===== config.mk =====
export PLATFORM = sky130hd
export DESIGN_NAME = clipped_keyed_pixel_blit_core_flat
export DESIGN_NICKNAME = d
export VERILOG_FILES = /design/src/design/ckb_pkg.sv /design/src/design/ckb_src_if.sv /design/src/design/ckb_dst_if.sv /design/src/design/ckb_cfg_if.sv /design/src/design/clipped_keyed_pixel_blit_core.sv /design/src/design/ckb_cfg_regs.sv /design/src/design/ckb_input_stage.sv /design/src/design/ckb_clip_stage.sv /design/src/design/ckb_output_stage.sv /design/src/flat_wrapper.sv
export SDC_FILE = /design/constraint.sdc
export NUM_CORES = 1
export LEC_CHECK = 0
export ABC_AREA = 1
export ABC_CLOCK_PERIOD_IN_PS = 12600
export BUFFER_PORTS_ARGS = -buffer_cell sky130_fd_sc_hd__buf_2
export CAP_MARGIN = 20
export CORE_AREA = 2 2 225 227
export DETAILED_ROUTE_END_ITERATION = 10
export DIE_AREA = 0 0 227 229
export HOLD_SLACK_MARGIN = 0.12
export SLEW_MARGIN = 20
export SYNTH_ARGS = -nofsm -noshare
export SYNTH_HDL_FRONTEND = slang
export SYNTH_SLANG_ARGS = --single-unit

===== constraint.sdc =====
create_clock -name clk -period 12.6 [get_ports clk]
set_input_delay 0.63 -clock clk [delete_from_list [all_inputs] [get_ports clk]]
set_output_delay 0.63 -clock clk [all_outputs]
set_load 0.01 [all_outputs]

===== src/design/ckb_pkg.sv =====
// -----------------------------------------------------------------------------
// ckb_pkg: shared types and constants for the clipped keyed pixel blit
// Field widths, register indexes, reset values and the stage payload structs.
// -----------------------------------------------------------------------------
package ckb_pkg;

  // Fixed field widths
  localparam int SIZE_W    = 13;  // size and offset registers
  localparam int CNT_W     = 13;  // raster counters, always below a 13-bit size
  localparam int POS_W     = 16;  // signed destination coordinate
  localparam int IDX_W     = 24;  // destination pixel index
  localparam int PROD_W    = 2 * SIZE_W;  // row times destination width
  localparam int CFG_IDX_W = 3;
  localparam int CFG_DAT_W = SIZE_W;

  // Register indexes on the configuration port
  typedef enum logic [CFG_IDX_W-1:0] {
    REG_DEST_WIDTH  = 3'd0,
    REG_DEST_HEIGHT = 3'd1,
    REG_SRC_WIDTH   = 3'd2,
    REG_SRC_HEIGHT  = 3'd3,
    REG_X_OFFSET    = 3'd4,
    REG_Y_OFFSET    = 3'd5,
    REG_KEY_MODE    = 3'd6
  } cfg_reg_t;

  // Register reset values
  localparam logic [SIZE_W-1:0] RESET_DEST_WIDTH  = 13'd640;
  localparam logic [SIZE_W-1:0] RESET_DEST_HEIGHT = 13'd480;
  localparam logic [SIZE_W-1:0] RESET_SRC_WIDTH   = 13'd640;
  localparam logic [SIZE_W-1:0] RESET_SRC_HEIGHT  = 13'd480;
  localparam logic [SIZE_W-1:0] RESET_OFFSET      = 13'd0;
  localparam logic              RESET_KEY_MODE    = 1'b1;

  localparam logic [7:0] ALPHA_OPAQUE = 8'd255;

  typedef struct packed {
    logic [7:0] blue;
    logic [7:0] green;
    logic [7:0] red;
    logic [7:0] alpha;
  } pixel_t;

  // Effective configuration, sizes already clamped
  typedef struct packed {
    logic [SIZE_W-1:0]        dest_width;
    logic [SIZE_W-1:0]        dest_height;
    logic [SIZE_W-1:0]        src_width;
    logic [SIZE_W-1:0]        src_height;
    logic signed [SIZE_W-1:0] x_offset;
    logic signed [SIZE_W-1:0] y_offset;
    logic                     key_mode;
  } cfg_t;

  // Input register contents
  typedef struct packed {
    pixel_t            pixel;
    logic [CNT_W-1:0]  column;
    logic [CNT_W-1:0]  row;
    logic              end_of_image;
  } s1_t;

  // Clip and multiply register contents
  typedef struct packed {
    pixel_t             pixel;
    logic               write_enable;
    logic               in_bounds;
    logic               end_of_image;
    logic [SIZE_W-1:0]  column;
    logic [PROD_W-1:0]  row_base;
  } s2_t;

endpackage


===== src/design/ckb_src_if.sv =====
// -----------------------------------------------------------------------------
// ckb_src_if: source pixel channel
// Valid/ready channel carrying one BGRA source pixel per request.
// -----------------------------------------------------------------------------
interface ckb_src_if;
  logic       valid;
  logic       ready;
  logic [7:0] src_blue;
  logic [7:0] src_green;
  logic [7:0] src_red;
  logic [7:0] src_alpha;

  modport source (output valid, src_blue, src_green, src_red, src_alpha, input ready);
  modport sink   (input valid, src_blue, src_green, src_red, src_alpha, output ready);
endinterface


===== src/design/ckb_dst_if.sv =====
// -----------------------------------------------------------------------------
// ckb_dst_if: destination write channel
// Valid/ready channel carrying one destination write request per pixel.
// -----------------------------------------------------------------------------
interface ckb_dst_if;
  logic        valid;
  logic        ready;
  logic        write_enable;
  logic [23:0] dest_pixel_index;
  logic [7:0]  out_blue;
  logic [7:0]  out_green;
  logic [7:0]  out_red;
  logic [7:0]  out_alpha;
  logic        end_of_image;

  modport source (output valid, write_enable, dest_pixel_index, out_blue, out_green,
                  out_red, out_alpha, end_of_image, input ready);
  modport sink   (input valid, write_enable, dest_pixel_index, out_blue, out_green,
                  out_red, out_alpha, end_of_image, output ready);
endinterface


===== src/design/ckb_cfg_if.sv =====
// -----------------------------------------------------------------------------
// ckb_cfg_if: configuration write channel
// Valid/ready channel carrying a register index and its write data.
// -----------------------------------------------------------------------------
interface ckb_cfg_if;
  logic        valid;
  logic        ready;
  logic [2:0]  index;
  logic [12:0] data;

  modport source (output valid, index, data, input ready);
  modport sink   (input valid, index, data, output ready);
endinterface


===== src/design/clipped_keyed_pixel_blit_core.sv =====
// -----------------------------------------------------------------------------
// clipped_keyed_pixel_blit_core: clipped, alpha-keyed pixel blit
// Takes source BGRA pixels in raster order, one per clock while the sink
// keeps up, and returns one destination write request per pixel, presented
// on the destination channel after passing, in order, through:
// an input register with the raster counters, a clip stage that also forms
// row times destination width in its single multiplier, and a result register
// that adds the column. The three stages each hold one pixel and advance
// independently, so a stalled sink only stops the pipeline once every stage
// is full. Clipped pixels come out with write_enable low, index zero and zero
// bytes; pixels dropped by the alpha key keep their index. Registers are
// written through the configuration channel and are meant to change only
// while no pixel is in flight.
// -----------------------------------------------------------------------------
module clipped_keyed_pixel_blit_core
  import ckb_pkg::*;
#(
  parameter int MAX_WIDTH  = 4096,
  parameter int MAX_HEIGHT = 4096
) (
  input  logic      clk,
  input  logic      rst,
  ckb_src_if.sink   src,
  ckb_dst_if.source dst,
  ckb_cfg_if.sink   cfg
);

  cfg_t settings;
  logic s1_valid;
  s1_t  s1;
  logic s1_ready;
  logic s2_valid;
  s2_t  s2;
  logic s2_ready;

  ckb_cfg_regs #(
    .MAX_WIDTH  (MAX_WIDTH),
    .MAX_HEIGHT (MAX_HEIGHT)
  ) u_cfg_regs (
    .clk      (clk),
    .rst      (rst),
    .cfg      (cfg),
    .settings (settings)
  );

  ckb_input_stage u_input_stage (
    .clk        (clk),
    .rst        (rst),
    .src        (src),
    .settings   (settings),
    .s1_valid   (s1_valid),
    .s1         (s1),
    .down_ready (s1_ready)
  );

  ckb_clip_stage u_clip_stage (
    .clk        (clk),
    .rst        (rst),
    .settings   (settings),
    .s1_valid   (s1_valid),
    .s1         (s1),
    .s1_ready   (s1_ready),
    .s2_valid   (s2_valid),
    .s2         (s2),
    .down_ready (s2_ready)
  );

  ckb_output_stage u_output_stage (
    .clk      (clk),
    .rst      (rst),
    .s2_valid (s2_valid),
    .s2       (s2),
    .s2_ready (s2_ready),
    .dst      (dst)
  );

endmodule


===== src/design/ckb_cfg_regs.sv =====
// -----------------------------------------------------------------------------
// ckb_cfg_regs: configuration register file
// Holds the seven blit registers and presents them with sizes clamped to range.
// -----------------------------------------------------------------------------
module ckb_cfg_regs
  import ckb_pkg::*;
#(
  parameter int MAX_WIDTH  = 4096,
  parameter int MAX_HEIGHT = 4096
) (
  input  logic      clk,
  input  logic      rst,
  ckb_cfg_if.sink   cfg,
  output cfg_t      settings
);

  localparam logic [SIZE_W+1:0] WIDTH_BOUND  = (SIZE_W + 2)'(MAX_WIDTH);
  localparam logic [SIZE_W+1:0] HEIGHT_BOUND = (SIZE_W + 2)'(MAX_HEIGHT);

  logic [SIZE_W-1:0] dest_width;
  logic [SIZE_W-1:0] dest_height;
  logic [SIZE_W-1:0] src_width;
  logic [SIZE_W-1:0] src_height;
  logic [SIZE_W-1:0] x_offset;
  logic [SIZE_W-1:0] y_offset;
  logic              key_mode;

  // Zero counts as one, anything above the bound saturates
  function automatic logic [SIZE_W-1:0] clamp_size(input logic [SIZE_W-1:0] v,
                                                   input logic [SIZE_W+1:0] bound);
    logic [SIZE_W-1:0] r;
    if (v == '0) begin
      r = SIZE_W'(1);
    end else if ({2'b00, v} > bound) begin
      r = bound[SIZE_W-1:0];
    end else begin
      r = v;
    end
    return r;
  endfunction

  assign cfg.ready = 1'b1;

  // Write the addressed register, drop unknown indexes
  always_ff @(posedge clk) begin
    if (rst) begin
      dest_width  <= RESET_DEST_WIDTH;
      dest_height <= RESET_DEST_HEIGHT;
      src_width   <= RESET_SRC_WIDTH;
      src_height  <= RESET_SRC_HEIGHT;
      x_offset    <= RESET_OFFSET;
      y_offset    <= RESET_OFFSET;
      key_mode    <= RESET_KEY_MODE;
    end else if (cfg.valid && cfg.ready) begin
      case (cfg_reg_t'(cfg.index))
        REG_DEST_WIDTH:  dest_width  <= cfg.data;
        REG_DEST_HEIGHT: dest_height <= cfg.data;
        REG_SRC_WIDTH:   src_width   <= cfg.data;
        REG_SRC_HEIGHT:  src_height  <= cfg.data;
        REG_X_OFFSET:    x_offset    <= cfg.data;
        REG_Y_OFFSET:    y_offset    <= cfg.data;
        REG_KEY_MODE:    key_mode    <= cfg.data[0];
        default: ;
      endcase
    end
  end

  // Present effective values
  always_comb begin
    settings.dest_width  = clamp_size(dest_width, WIDTH_BOUND);
    settings.dest_height = clamp_size(dest_height, HEIGHT_BOUND);
    settings.src_width   = clamp_size(src_width, WIDTH_BOUND);
    settings.src_height  = clamp_size(src_height, HEIGHT_BOUND);
    settings.x_offset    = signed'(x_offset);
    settings.y_offset    = signed'(y_offset);
    settings.key_mode    = key_mode;
  end

endmodule


===== src/design/ckb_input_stage.sv =====
// -----------------------------------------------------------------------------
// ckb_input_stage: input register and raster counters
// Captures each source pixel with its source position and advances the scan.
// -----------------------------------------------------------------------------
module ckb_input_stage
  import ckb_pkg::*;
(
  input  logic     clk,
  input  logic     rst,
  ckb_src_if.sink  src,
  input  cfg_t     settings,
  output logic     s1_valid,
  output s1_t      s1,
  input  logic     down_ready
);

  logic [CNT_W-1:0] column;
  logic [CNT_W-1:0] row;
  logic [CNT_W-1:0] column_next;
  logic [CNT_W-1:0] row_next;
  logic [CNT_W:0]   column_plus;
  logic [CNT_W:0]   row_plus;
  logic             column_wrap;
  logic             row_wrap;
  logic             accept;

  assign src.ready = !s1_valid || down_ready;
  assign accept    = src.valid && src.ready;

  // Work out the next raster position
  always_comb begin
    column_plus = {1'b0, column} + (CNT_W + 1)'(1);
    row_plus    = {1'b0, row} + (CNT_W + 1)'(1);
    column_wrap = column_plus >= {1'b0, settings.src_width};
    row_wrap    = row_plus >= {1'b0, settings.src_height};
    column_next = column_wrap ? '0 : column_plus[CNT_W-1:0];
    if (column_wrap) begin
      row_next = row_wrap ? '0 : row_plus[CNT_W-1:0];
    end else begin
      row_next = row;
    end
  end

  // Advance the counters on each request
  always_ff @(posedge clk) begin
    if (rst) begin
      column <= '0;
      row    <= '0;
    end else if (accept) begin
      column <= column_next;
      row    <= row_next;
    end
  end

  always_ff @(posedge clk) begin
    if (rst) begin
      s1_valid <= 1'b0;
    end else if (src.ready) begin
      s1_valid <= src.valid;
    end
  end

  // Capture the pixel with its position
  always_ff @(posedge clk) begin
    if (accept) begin
      s1.pixel.blue     <= src.src_blue;
      s1.pixel.green    <= src.src_green;
      s1.pixel.red      <= src.src_red;
      s1.pixel.alpha    <= src.src_alpha;
      s1.column         <= column;
      s1.row            <= row;
      s1.end_of_image   <= column_wrap && row_wrap;
    end
  end

endmodule


===== src/design/ckb_clip_stage.sv =====
// -----------------------------------------------------------------------------
// ckb_clip_stage: destination placement, clipping and key test
// Offsets the source position, clips it, applies the alpha key and forms the
// row base of the destination index.
// -----------------------------------------------------------------------------
module ckb_clip_stage
  import ckb_pkg::*;
(
  input  logic  clk,
  input  logic  rst,
  input  cfg_t  settings,
  input  logic  s1_valid,
  input  s1_t   s1,
  output logic  s1_ready,
  output logic  s2_valid,
  output s2_t   s2,
  input  logic  down_ready
);

  logic [POS_W-1:0]  dest_col;
  logic [POS_W-1:0]  dest_row;
  logic              in_bounds;
  logic              write_enable;
  logic [SIZE_W-1:0] col_short;
  logic [SIZE_W-1:0] row_short;
  logic [PROD_W-1:0] row_base;

  assign s1_ready = !s2_valid || down_ready;

  // Place, clip and key
  always_comb begin
    dest_col = {{(POS_W - CNT_W){1'b0}}, s1.column}
             + {{(POS_W - SIZE_W){settings.x_offset[SIZE_W-1]}}, settings.x_offset};
    dest_row = {{(POS_W - CNT_W){1'b0}}, s1.row}
             + {{(POS_W - SIZE_W){settings.y_offset[SIZE_W-1]}}, settings.y_offset};
    in_bounds = !dest_col[POS_W-1] && !dest_row[POS_W-1]
             && (dest_col[POS_W-2:0] < (POS_W - 1)'(settings.dest_width))
             && (dest_row[POS_W-2:0] < (POS_W - 1)'(settings.dest_height));
    write_enable = in_bounds && (!settings.key_mode || s1.pixel.alpha == ALPHA_OPAQUE);
    col_short = dest_col[SIZE_W-1:0];
    row_short = dest_row[SIZE_W-1:0];
    row_base  = PROD_W'(row_short) * PROD_W'(settings.dest_width);
  end

  always_ff @(posedge clk) begin
    if (rst) begin
      s2_valid <= 1'b0;
    end else if (s1_ready) begin
      s2_valid <= s1_valid;
    end
  end

  // Hold the clip result and row base; zero the bytes of a dropped pixel
  always_ff @(posedge clk) begin
    if (s1_ready && s1_valid) begin
      s2.pixel        <= write_enable ? s1.pixel : '0;
      s2.write_enable <= write_enable;
      s2.in_bounds    <= in_bounds;
      s2.end_of_image <= s1.end_of_image;
      s2.column       <= col_short;
      s2.row_base     <= row_base;
    end
  end

endmodule


===== src/design/ckb_output_stage.sv =====
// -----------------------------------------------------------------------------
// ckb_output_stage: index add and result register
// Adds the column to the row base and holds the write request for the sink.
// -----------------------------------------------------------------------------
module ckb_output_stage
  import ckb_pkg::*;
(
  input  logic      clk,
  input  logic      rst,
  input  logic      s2_valid,
  input  s2_t       s2,
  output logic      s2_ready,
  ckb_dst_if.source dst
);

  logic              out_valid;
  logic              write_enable;
  logic [IDX_W-1:0]  pixel_index;
  logic [IDX_W-1:0]  pixel_index_next;
  pixel_t            pixel;
  logic              end_of_image;
  logic [PROD_W-1:0] index_sum;

  assign s2_ready = !out_valid || dst.ready;

  // Clipped pixels report index zero
  always_comb begin
    index_sum        = s2.row_base + PROD_W'(s2.column);
    pixel_index_next = s2.in_bounds ? index_sum[IDX_W-1:0] : '0;
  end

  always_ff @(posedge clk) begin
    if (rst) begin
      out_valid <= 1'b0;
    end else if (s2_ready) begin
      out_valid <= s2_valid;
    end
  end

  // Load the result when the sink side frees up
  always_ff @(posedge clk) begin
    if (s2_ready && s2_valid) begin
      write_enable <= s2.write_enable;
      pixel_index  <= pixel_index_next;
      pixel        <= s2.pixel;
      end_of_image <= s2.end_of_image;
    end
  end

  assign dst.valid            = out_valid;
  assign dst.write_enable     = write_enable;
  assign dst.dest_pixel_index = pixel_index;
  assign dst.out_blue         = pixel.blue;
  assign dst.out_green        = pixel.green;
  assign dst.out_red          = pixel.red;
  assign dst.out_alpha        = pixel.alpha;
  assign dst.end_of_image     = end_of_image;

endmodule


===== src/flat_wrapper.sv =====
// flat-port wrapper written by rule: the top's interface ports become plain ports
module clipped_keyed_pixel_blit_core_flat import ckb_pkg::*;
#(
  parameter int MAX_WIDTH  = 4096,
  parameter int MAX_HEIGHT = 4096
)
  (clk, rst, src_valid, src_src_blue, src_src_green, src_src_red, src_src_alpha, src_ready, dst_valid, dst_write_enable, dst_dest_pixel_index, dst_out_blue, dst_out_green, dst_out_red, dst_out_alpha, dst_end_of_image, dst_ready, cfg_valid, cfg_index, cfg_data, cfg_ready);
  ckb_src_if src_i ();
  ckb_dst_if dst_i ();
  ckb_cfg_if cfg_i ();
  input  logic clk;
  input  logic rst;
  input wire logic [$bits(src_i.valid)-1:0] src_valid;
  input wire logic [$bits(src_i.src_blue)-1:0] src_src_blue;
  input wire logic [$bits(src_i.src_green)-1:0] src_src_green;
  input wire logic [$bits(src_i.src_red)-1:0] src_src_red;
  input wire logic [$bits(src_i.src_alpha)-1:0] src_src_alpha;
  output wire logic [$bits(src_i.ready)-1:0] src_ready;
  output wire logic [$bits(dst_i.valid)-1:0] dst_valid;
  output wire logic [$bits(dst_i.write_enable)-1:0] dst_write_enable;
  output wire logic [$bits(dst_i.dest_pixel_index)-1:0] dst_dest_pixel_index;
  output wire logic [$bits(dst_i.out_blue)-1:0] dst_out_blue;
  output wire logic [$bits(dst_i.out_green)-1:0] dst_out_green;
  output wire logic [$bits(dst_i.out_red)-1:0] dst_out_red;
  output wire logic [$bits(dst_i.out_alpha)-1:0] dst_out_alpha;
  output wire logic [$bits(dst_i.end_of_image)-1:0] dst_end_of_image;
  input wire logic [$bits(dst_i.ready)-1:0] dst_ready;
  input wire logic [$bits(cfg_i.valid)-1:0] cfg_valid;
  input wire logic [$bits(cfg_i.index)-1:0] cfg_index;
  input wire logic [$bits(cfg_i.data)-1:0] cfg_data;
  output wire logic [$bits(cfg_i.ready)-1:0] cfg_ready;
  assign src_i.valid = src_valid;
  assign src_i.src_blue = src_src_blue;
  assign src_i.src_green = src_src_green;
  assign src_i.src_red = src_src_red;
  assign src_i.src_alpha = src_src_alpha;
  assign src_ready = src_i.ready;
  assign dst_valid = dst_i.valid;
  assign dst_write_enable = dst_i.write_enable;
  assign dst_dest_pixel_index = dst_i.dest_pixel_index;
  assign dst_out_blue = dst_i.out_blue;
  assign dst_out_green = dst_i.out_green;
  assign dst_out_red = dst_i.out_red;
  assign dst_out_alpha = dst_i.out_alpha;
  assign dst_end_of_image = dst_i.end_of_image;
  assign dst_i.ready = dst_ready;
  assign cfg_i.valid = cfg_valid;
  assign cfg_i.index = cfg_index;
  assign cfg_i.data = cfg_data;
  assign cfg_ready = cfg_i.ready;
  clipped_keyed_pixel_blit_core #(.MAX_WIDTH(MAX_WIDTH), .MAX_HEIGHT(MAX_HEIGHT)) u_core (.clk(clk), .rst(rst), .src(src_i), .dst(dst_i), .cfg(cfg_i));
endmodule

==> impl_metrics.csv, run 1 <==
group,metric,value,unit
placement,place_hpwl,35.28,mm
layout,layout.nets,2612,
critical_path,path_buf_inv,4,
timing,final.setup_skew,0.01782,ns
critical_path,cp_top_family,"adder cells",
synthesis,yosys.area_share.simple,18.11,%
timing,setup_tns,0,ns
synthesis,ys_seq_area_share,40.08,%
clocking,cts_buffers,34,
critical_path,arrival,7.60,ns
layout,syn_to_final_growth,12.22,%
layout,drive_gt1_share,11.27,%
min_path,min_from,"src_src_red[2]",
critical_path,r2r_cells,25,
die,core-area,49660,um2
min_path,hp-class,"in2reg",
die,rows,82,
critical_path,r2r_end,"u_core.u_clip_stage.s2[23]",
synthesis,ys_seq_elements,297,
die,fp.dieArea,51980,um2
synthesis,yosys.area_share.adder,22.51,%
clocking,cts_resized,0,
synthesis,synthCells,2166,
placement,dpl_cell_area,20790,um2
die,start_util,39.38,%
synthesis,async_flop_share,0,%
clocking,post_cts_buffers,0,
timing,slew_violations,0,
timing,tightest_slew,0.9824,ns
detailed_routing,routed_wl,46.27,mm
layout,seq_area,7838,um2
synthesis,synth_nets,2497,
timing,worst_slew_margin_rel,34.27,%
clocking,postCtsHoldBufs,0,
synthesis,synthTopCellsByCount,"nand2_1 (370), inv_1 (352), nor2_1 (308)",
clocking,clockBufferDepth,3,
timing,rsz0062_at_grt,"no",
critical_path,critPathKind,"reg2reg",
detailed_routing,wl_per_cell,15.54,um
layout,fin_util,44.19,%
power_and_ir_drop,peakVddDrop,0.1056,mV
die,io_pins,114,
clocking,h-tree-depth,2,
min_path,min_to,"u_core.u_input_stage.s1[37]",
die,fp.dieW,227,um
detailed_routing,drc,0,
timing,finalHoldViolCount,0,
clocking,clkTransAtPathRegs,0.06,ns
critical_path,slowest_delay,0.60,ns
detailed_routing,drtPass1Iterations,5,
critical_path,regToRegStartpoint,"u_core.u_input_stage.s1[1]",
clocking,cts_sinks,297,
layout,multi_input_area,10120,um2
timing,setup_violations,0,
min_path,hold_depth,1,
critical_path,cp-start-kind,"flip-flop",
synthesis,netlist_area,19550,um2
synthesis,ys_warn_count,0,
placement,globalplace.congestion,0.8957,
timing,fin_crit,7.307,ns
clocking,tritoncts,"done",
detailed_routing,num_vias,14470,
clocking,clk_latency,0.54,ns
placement,port-buffer-count,112,
synthesis,synth_xor_area_share,2.681,%
layout,final_cell_area,21940,um2
detailed_routing,ant_nets,0,
synthesis,synthMuxAreaShare,0,%
synthesis,synthDistinctLibCells,57,
synthesis,synth_edf_count,189,
critical_path,cpMaxStageDelayCell,"xor2_1",
clocking,cts_root_buf,"clkbuf_16",
critical_path,worst-r2r-setup-slack,5.29,ns
grt,overflow,0,
grt,grt_max_degree,68,
timing,fin_ws,5.293,ns
synthesis,post-synth-top-count-cell,"nand2_1",
placement,post-place-ws,5.287,ns
synthesis,synth-compound-area-share,8.370,%
power_and_ir_drop,p_per_area,122.2,nW/um2
synthesis,synth_ff_type,"edfxtp_1",
grt,antenna_found_initial,3,
synthesis,yosys.area.top_type,"edfxtp_1",
job,maxCapViolCount,0,
synthesis,avgSynthCellArea,9.028,um2
grt,track_usage,18.18,%
grt,first_global_vias,14473,
critical_path,critPathMaxFanout,8,
power_and_ir_drop,total_power,2.681,mW
layout,antenna_cells,0,
detailed_routing,post_drt_via_cell_ratio,4.859,
critical_path,endpoint_kind,"flip-flop",
synthesis,yosys-top-cells-area,"edfxtp_1 (29%), fa_1 (13%), dfxtp_1 (11%)",
run_status,status,"completed",
timing,fmax,136.8,MHz
synthesis,synth_top_cell_area_share,29.02,%
layout,fillers,4874,
timing,finalCritPeriodShare,58.00,%
critical_path,cp_common_cell,"fa_1",
grt,grt_first_pass_wirelength,74.09,mm
critical_path,crit_required,12.89,ns
synthesis,synth_top_family_by_area,"adder cells",
detailed_routing,drtIter0Drc,836,
power_and_ir_drop,cellLeakagePower,10.14,nW
die,dieHeight,229,um
[metal layers]
| metal | global-route usage (%) | routed length, um | part of all wire [%] | up-vias |
|---|---|---|---|---|
| met3 | 3.271 | 2126 | 4.6 | 80 |
| met5 | 0 | 0 | 0 | - |
| li1 | - | - | - | 7197 |
| met2 | 30.56 | 21990 | 48 | 309 |
| met4 | 5.760 | 1257 | 2.7 | 0 |
| met1 | 23.71 | 20890 | 45 | 6884 |
[area by class of cell]
cell class                      count  share of cell area (%)
Clock inverter                     15                   1.038
Sequential cell                   297                   35.72
Inverter                          362                   6.193
Clock buffer                       46                   4.180
Timing Repair Buffer              122                   2.897
Multi-Input combinational cell   1464                   46.14
Tap cell                          672                   3.832
[registers in the layout, summed over array words and instances (netlist names)]
name,flops
u_core.u_cfg_regs.dest_height,13
u_core.u_output_stage.dst.out_red,8
u_core.u_output_stage.dst.end_of_image,1
u_core.u_output_stage.dst.out_blue,8
u_core.u_output_stage.dst.dest_pixel_index,24
u_core.u_output_stage.dst.write_enable,1
u_core.u_cfg_regs.src_height,13
u_core.u_cfg_regs.src_width,13
u_core.u_input_stage.row,13
u_core.u_input_stage.column,13
u_core.u_input_stage.s1,59
u_core.u_output_stage.dst.valid,1
u_core.u_cfg_regs.key_mode,1
u_core.u_clip_stage.s2,72
u_core.u_cfg_regs.y_offset,13
u_core.u_cfg_regs.dest_width,13
u_core.u_output_stage.dst.out_green,8
u_core.u_output_stage.dst.out_alpha,8
u_core.u_input_stage.s1_valid,1
u_core.u_clip_stage.s2_valid,1
u_core.u_cfg_regs.x_offset,13
[kinds of logic after synthesis]
| family | count (synthesis) |
|---|---|
| fa+ha+maj | 278 |
| compound gates | 288 |
| xor+xnor | 59 |
| other cells | 1 |
| flops | 297 |
| simple gates | 838 |
| buf+inv | 405 |
[worst max path at each step]
stage | start | endpoint | cells past startpoint
after floorplan | u_core.u_input_stage.s1[1] | u_core.u_clip_stage.s2[17] | 28
after global routing | u_core.u_input_stage.s1[1] | u_core.u_clip_stage.s2[22] | 27
after global placement | u_core.u_cfg_regs.dest_width[6] | u_core.u_clip_stage.s2[23] | 20
after detailed placement | u_core.u_cfg_regs.dest_width[4] | u_core.u_clip_stage.s2[23] | 22
after CTS | u_core.u_cfg_regs.dest_width[4] | u_core.u_clip_stage.s2[23] | 22
final | u_core.u_input_stage.s1[1] | u_core.u_clip_stage.s2[23] | 25
[per-stage QoR]
stage,hold WS [ns],std cells
2_1_floorplan,0.4003,2166
3_3_place_gp,0.4025,2917
3_5_place_dp,0.4045,2917
4_1_cts,0.2273,2978
5_1_grt,0.2266,2978
6_report,0.2623,2978
[cells in the final DEF (no fill, tap or decap), types with 16 or more instances in the layout]
cell type and instances:
nand2_1 370, nor2_1 308, nand3_1 53, edfxtp_1 189, xor2_1 45, fa_1 123
buf_2 112, a21oi_1 113, nor2_2 32, ha_1 155, nand4_1 16, dfxtp_1 108
clkbuf_16 35, inv_1 350, o21ai_0 106
[report_power, final]
group / switching (mW) / internal (mW)
clock network: 0.397 / 0.618
registers: 0.0226 / 1.10
logic: 0.356 / 0.192
(Power assumes the default switching activity.)
==> run 2, diff against run 1 <==
- ABC_CLOCK_PERIOD_IN_PS: 12600 -> 6400
- clock period: 12.6 -> 6.4 ns (I/O delays scaled with it)
==> run 2 against run 1 <==
  * Cell area grew 5.3%
  * Largest cell class unchanged
  * Highest routed layer unchanged
  * Count of clock-buffer cells in the layout shrank 2
  * Critical endpoint unchanged
  * Critical path type unchanged
  * Combinational power grew 130%
  * Critical path depth grew 1
  * Largest power group unchanged
==> impl_metrics.csv, run 2 (synthesis results as in run 1) <==
group,metric,value,unit
clocking,cts_sinks,297,
critical_path,cp_top_family,"adder cells",
detailed_routing,ant_nets,0,
layout,fin_util,46.51,%
timing,setup_violations,0,
clocking,clk_latency,0.56,ns
detailed_routing,post_drt_via_cell_ratio,4.791,
job,maxCapViolCount,0,
critical_path,critPathMaxFanout,5,
critical_path,arrival,6.48,ns
die,start_util,39.38,%
die,rows,82,
layout,antenna_cells,0,
run_status,status,"completed",
grt,grt_first_pass_wirelength,75.18,mm
power_and_ir_drop,p_per_area,236.9,nW/um2
timing,finalCritPeriodShare,96.75,%
power_and_ir_drop,total_power,5.471,mW
die,io_pins,114,
timing,slew_violations,0,
layout,final_cell_area,23090,um2
detailed_routing,drtIter0Drc,723,
clocking,tritoncts,"done",
critical_path,cp-start-kind,"flip-flop",
clocking,cts_root_buf,"clkbuf_16",
placement,place_hpwl,35.10,mm
clocking,clockBufferDepth,3,
detailed_routing,drtPass1Iterations,6,
min_path,hold_depth,3,
layout,largest_reg_flops,72,
grt,grt_max_degree,67,
timing,finalHoldViolCount,0,
timing,setup_tns,0,ns
timing,final.setup_skew,0.03214,ns
timing,worst_slew_margin_rel,40.31,%
min_path,min_to,"u_core.u_cfg_regs.dest_height[3]",
clocking,h-tree-depth,2,
detailed_routing,drc,0,
power_and_ir_drop,peakVddDrop,0.1923,mV
grt,first_global_vias,14987,
critical_path,worst-r2r-setup-slack,0.21,ns
power_and_ir_drop,cellLeakagePower,10.57,nW
min_path,hp-class,"in2reg",
layout,final_common_cell,"nand2_1",
grt,track_usage,18.19,%
clocking,clkTransAtPathRegs,0.06,ns
critical_path,path_buf_inv,5,
grt,overflow,0,
die,fp.dieArea,51980,um2
timing,fmax,161.5,MHz
layout,final_cell_mix,"nand2_1 (360), inv_1 (343), nor2_1 (304)",
layout,drive_gt1_share,15.87,%
layout,syn_to_final_growth,18.11,%
timing,rsz0062_at_grt,"yes",
detailed_routing,wl_per_cell,14.98,um
critical_path,endpoint_kind,"flip-flop",
critical_path,cp_common_cell,"fa_1",
layout,largest_register,"u_core.u_clip_stage.s2",
layout,layout.nets,2705,
placement,globalplace.congestion,0.9191,
critical_path,critPathKind,"reg2reg",
detailed_routing,num_vias,14722,
die,core-area,49660,um2
min_path,min_from,"cfg_data[3]",
placement,dpl_cell_area,21100,um2
critical_path,regToRegStartpoint,"u_core.u_input_stage.s1[3]",
timing,fin_crit,6.192,ns
placement,port-buffer-count,112,
die,dieHeight,229,um
critical_path,cpMaxStageDelayCell,"fa_2",
die,fp.dieW,227,um
critical_path,r2r_cells,26,
timing,tightest_slew,0.8921,ns
detailed_routing,routed_wl,46.04,mm
critical_path,r2r_end,"u_core.u_clip_stage.s2[23]",
critical_path,slowest_delay,0.54,ns
critical_path,crit_required,6.69,ns
clocking,cts_buffers,36,
grt,antenna_found_initial,1,
==> run 2: changes by cell type in the layout (fill, tap and decap cells not counted), moves of 4 or more <==
cell	change
a21oi_1	-11
a21oi_2	+10
buf_4	+54
clkinv_2	+4
dlygate4sd3_1	+36
fa_1	-5
fa_2	+5
ha_1	-14
ha_4	+12
inv_1	-7
nand2_1	-10
nand2_2	+8
nor2_1	-4
o21ai_0	-5
==> run 2: area by class of cell <==
| type | instances | area, um2 |
|---|---|---|
| multi-input combinational | 1464 | 10480 |
| clock buffer | 44 | 930.9 |
| inverter | 362 | 1374 |
| timing repair buffer | 213 | 1413 |
| sequential | 297 | 7839 |
| clock inverter | 21 | 220.2 |
| tap | 672 | 840.8 |
| fill | 4770 | 26560 |
==> run 2: power by group <==
part	total [mW]	switching [mW]	internal [mW]
Sequential	2.21	0.0474	2.16
Combinational	1.28	0.770	0.509
Clock	1.99	0.815	1.17
Total	5.47	1.63	3.84
==> run 2: tightest hold or removal path: stages <==
cell    delay, ns
buf_2        0.18
nor2_1       0.12
nor2_1       0.05
==> run 2: layer usage <==
metal | part of all wire [%] | GRT usage (%)
met1 | 44 | 23.13
met3 | 4.6 | 2.963
met5 | 0 | 0
met4 | 2.7 | 6.311
met2 | 48 | 31.25
==> run 2: what timing repair did <==
action | 4_1_cts | 5_1_grt
setup buffers | 2 | 12
hold endpoints to repair | 37 | 0
gates resized for setup | 10 | 75
pin swaps | 0 | 33
hold buffers | 36 | 0
setup endpoints to repair | 9 | 12
==> run 2: how the worst max path moves through the flow <==
stage               cells after the start                     startpoint                          to  slack, ns
floorplan                              28     u_core.u_input_stage.s1[1]  u_core.u_clip_stage.s2[17]       0.24
global placement                       27     u_core.u_input_stage.s1[1]  u_core.u_clip_stage.s2[22]      -0.04
detailed placement                     27  u_core.u_cfg_regs.y_offset[0]  u_core.u_clip_stage.s2[22]      -0.20
CTS                                    28  u_core.u_cfg_regs.y_offset[0]  u_core.u_clip_stage.s2[23]      0.006
global route                           31     u_core.u_input_stage.s1[1]  u_core.u_clip_stage.s2[23]      -0.07
finish                                 26     u_core.u_input_stage.s1[3]  u_core.u_clip_stage.s2[23]       0.21
==> run 2: through the flow <==
| stage | worst slack [ns] | hold slack [ns] | std cells |
|---|---|---|---|
| finish | 0.2079 | 0.1565 | 3073 |
| global route | -0.06798 | 0.1456 | 3073 |
| CTS | 0.006376 | 0.1262 | 3061 |
| detailed placement | -0.1972 | 0.4045 | 2958 |
| global placement | -0.04267 | 0.4007 | 2958 |
| floorplan | 0.2380 | 0.4003 | 2166 |
==> run 3, diff against run 2 <==
- CTS_BUF_LIST: default -> sky130_fd_sc_hd__clkbuf_8
==> run 3 against run 2 <==
  * Clock skew is 0.025 ns higher
  * Die area unchanged
  * Largest power group unchanged
  * Critical endpoint unchanged
  * Highest routed layer unchanged
  * Critical path type unchanged
  * Count of clock-buffer cells in the layout rose by 11
==> impl_metrics.csv, run 3 (synthesis results as in run 1) <==
group,metric,value,unit
clocking,tritoncts,"done",
grt,overflow,0,
critical_path,slowest_delay,0.52,ns
run_status,status,"completed",
die,core-area,49660,um2
power_and_ir_drop,p_per_area,226.3,nW/um2
die,rows,82,
power_and_ir_drop,total_power,5.253,mW
layout,antenna_cells,0,
layout,final_cell_mix,"nand2_1 (358), inv_1 (353), nor2_1 (301)",
layout,syn_to_final_growth,18.72,%
placement,place_hpwl,35.10,mm
timing,fin_crit,6.222,ns
clocking,cts_root_buf,"clkbuf_8",
critical_path,arrival,6.59,ns
die,start_util,39.38,%
layout,seq_area,7839,um2
critical_path,crit_required,6.76,ns
critical_path,cp_common_cell,"fa_1",
die,fp.dieArea,51980,um2
layout,largest_reg_flops,72,
layout,final_common_cell,"nand2_1",
clocking,clockBufferDepth,3,
grt,antenna_found_initial,1,
detailed_routing,drc,0,
layout,fin_util,46.75,%
min_path,hp-class,"in2reg",
critical_path,cpMaxStageDelayCell,"fa_1",
detailed_routing,ant_nets,0,
power_and_ir_drop,p_seq_share,42.0,%
timing,final.setup_skew,0.05675,ns
timing,worst_slew_margin_rel,40.88,%
timing,finalHoldViolCount,0,
clocking,cts_buffers,52,
clocking,clk_latency,0.66,ns
timing,fmax,160.7,MHz
timing,finalCritPeriodShare,97.21,%
grt,grt_max_degree,67,
detailed_routing,num_vias,14870,
die,io_pins,114,
grt,grt_first_pass_wirelength,75.75,mm
power_and_ir_drop,cellLeakagePower,10.67,nW
die,fp.dieW,227,um
detailed_routing,routed_wl,46.66,mm
detailed_routing,wl_per_cell,14.95,um
clocking,h-tree-depth,2,
power_and_ir_drop,peakVddDrop,0.1298,mV
timing,setup_violations,0,
layout,multi_input_area,10540,um2
detailed_routing,drtPass1Iterations,5,
detailed_routing,drtIter0Drc,778,
placement,port-buffer-count,112,
critical_path,critPathMaxFanout,7,
critical_path,critPathKind,"reg2reg",
die,dieHeight,229,um
clocking,clkTransAtPathRegs,0.06,ns
power_and_ir_drop,p_int,3.614,mW
layout,fillers,4742,
grt,track_usage,18.31,%
power_and_ir_drop,combPwrFrac,24.8,%
layout,layout.nets,2738,
critical_path,cp-start-kind,"flip-flop",
power_and_ir_drop,clkPwrFrac,33.2,%
timing,slew_violations,0,
timing,tightest_slew,0.8836,ns
placement,globalplace.congestion,0.9191,
job,maxCapViolCount,0,
grt,first_global_vias,15221,
layout,largest_register,"u_core.u_clip_stage.s2",
detailed_routing,post_drt_via_cell_ratio,4.763,
clocking,cts_sinks,297,
critical_path,endpoint_kind,"flip-flop",
power_and_ir_drop,power.net_switching,1.640,mW
layout,drive_gt1_share,16.86,%
power_and_ir_drop,swShare,31.21,%
[run 3: changes by cell type in the layout (fill, tap and decap cells not counted), sizes merged]
cell,change
clkinv,+14
dlygate4sd3,+14
clkbuf,+11
inv,+8
buf,+3
clkinvlp,-1
[run 3: critical path: cells and delay by family, from the launching register on]
family	cells	cell delay (ns)
AND/OR/NAND/NOR	11	1.48
adder cells (fa/ha/maj)	8	3.33
AO/OA/AOI/OAI	3	0.36
flip-flops	1	0.33
buffers and inverters	6	0.44
[run 3: stage by stage]
stage / hold WS (ns) / setup TNS, ns / instances / worst slack (ns) / area (um2)
final: 0.1764 / 0 / 3122 / 0.1784 / 23210
after global routing: 0.1950 / -0.07948 / 3122 / -0.05288 / 23210
after CTS: 0.1273 / 0 / 3107 / 0.01295 / 22690
after detailed placement: 0.4045 / -0.6960 / 2958 / -0.1972 / 21100
after global placement: 0.4007 / -0.06038 / 2958 / -0.04267 / 21100
after floorplan: 0.4003 / 0 / 2166 / 0.2380 / 19550
[run 3: cell type report]
cell class                 instances  area share [%]
sequential                       297           33.77
multi-input combinational       1464           45.40
clock buffer                      55           3.261
clock inverter                    42           1.245
tap                              672           3.622
timing repair buffer             230           6.786
inverter                         362           5.918
[run 3: power by group through the flow]
stage | clock network, mW | logic [mW] | registers [mW]
CTS | 1.81 | 1.17 | 2.20
global placement | 0 | 1.10 | 2.24
global route | 1.88 | 1.48 | 2.21
finish | 1.74 | 1.31 | 2.21
floorplan | 0 | 0.783 | 2.24
detailed placement | 0 | 1.13 | 2.24
[run 3: path summary, 6_finish.rpt]
path	startpoint	end	slack, ns	cells after the start
worst max-delay path	u_core.u_input_stage.s1[1]	u_core.u_clip_stage.s2[23]	0.18	28
worst min register to register	u_core.u_clip_stage.s2[44]	u_core.u_output_stage.dst.out_alpha[2]	0.41	0
worst max register to register	u_core.u_input_stage.s1[1]	u_core.u_clip_stage.s2[23]	0.18	28
worst min-delay path	cfg_index[1]	u_core.u_cfg_regs.src_height[7]	0.18	5
[run 3: timing repair]
item	CTS	global route
gates cloned	0	0
pin swaps	0	37
hold buffers	50	0
hold endpoints to repair	114	0
buffers inserted	2	15
endpoints found under the setup margin	10	12
resized for setup	11	87
[run 3: routing by layer]
layer	global-route usage, %	share of wire (%)	up-vias
met5	0	0	-
met4	6.699	2.7	0
met3	2.861	4.5	80
met2	31.67	49	344
met1	23.02	44	6976
li1	-	-	7470
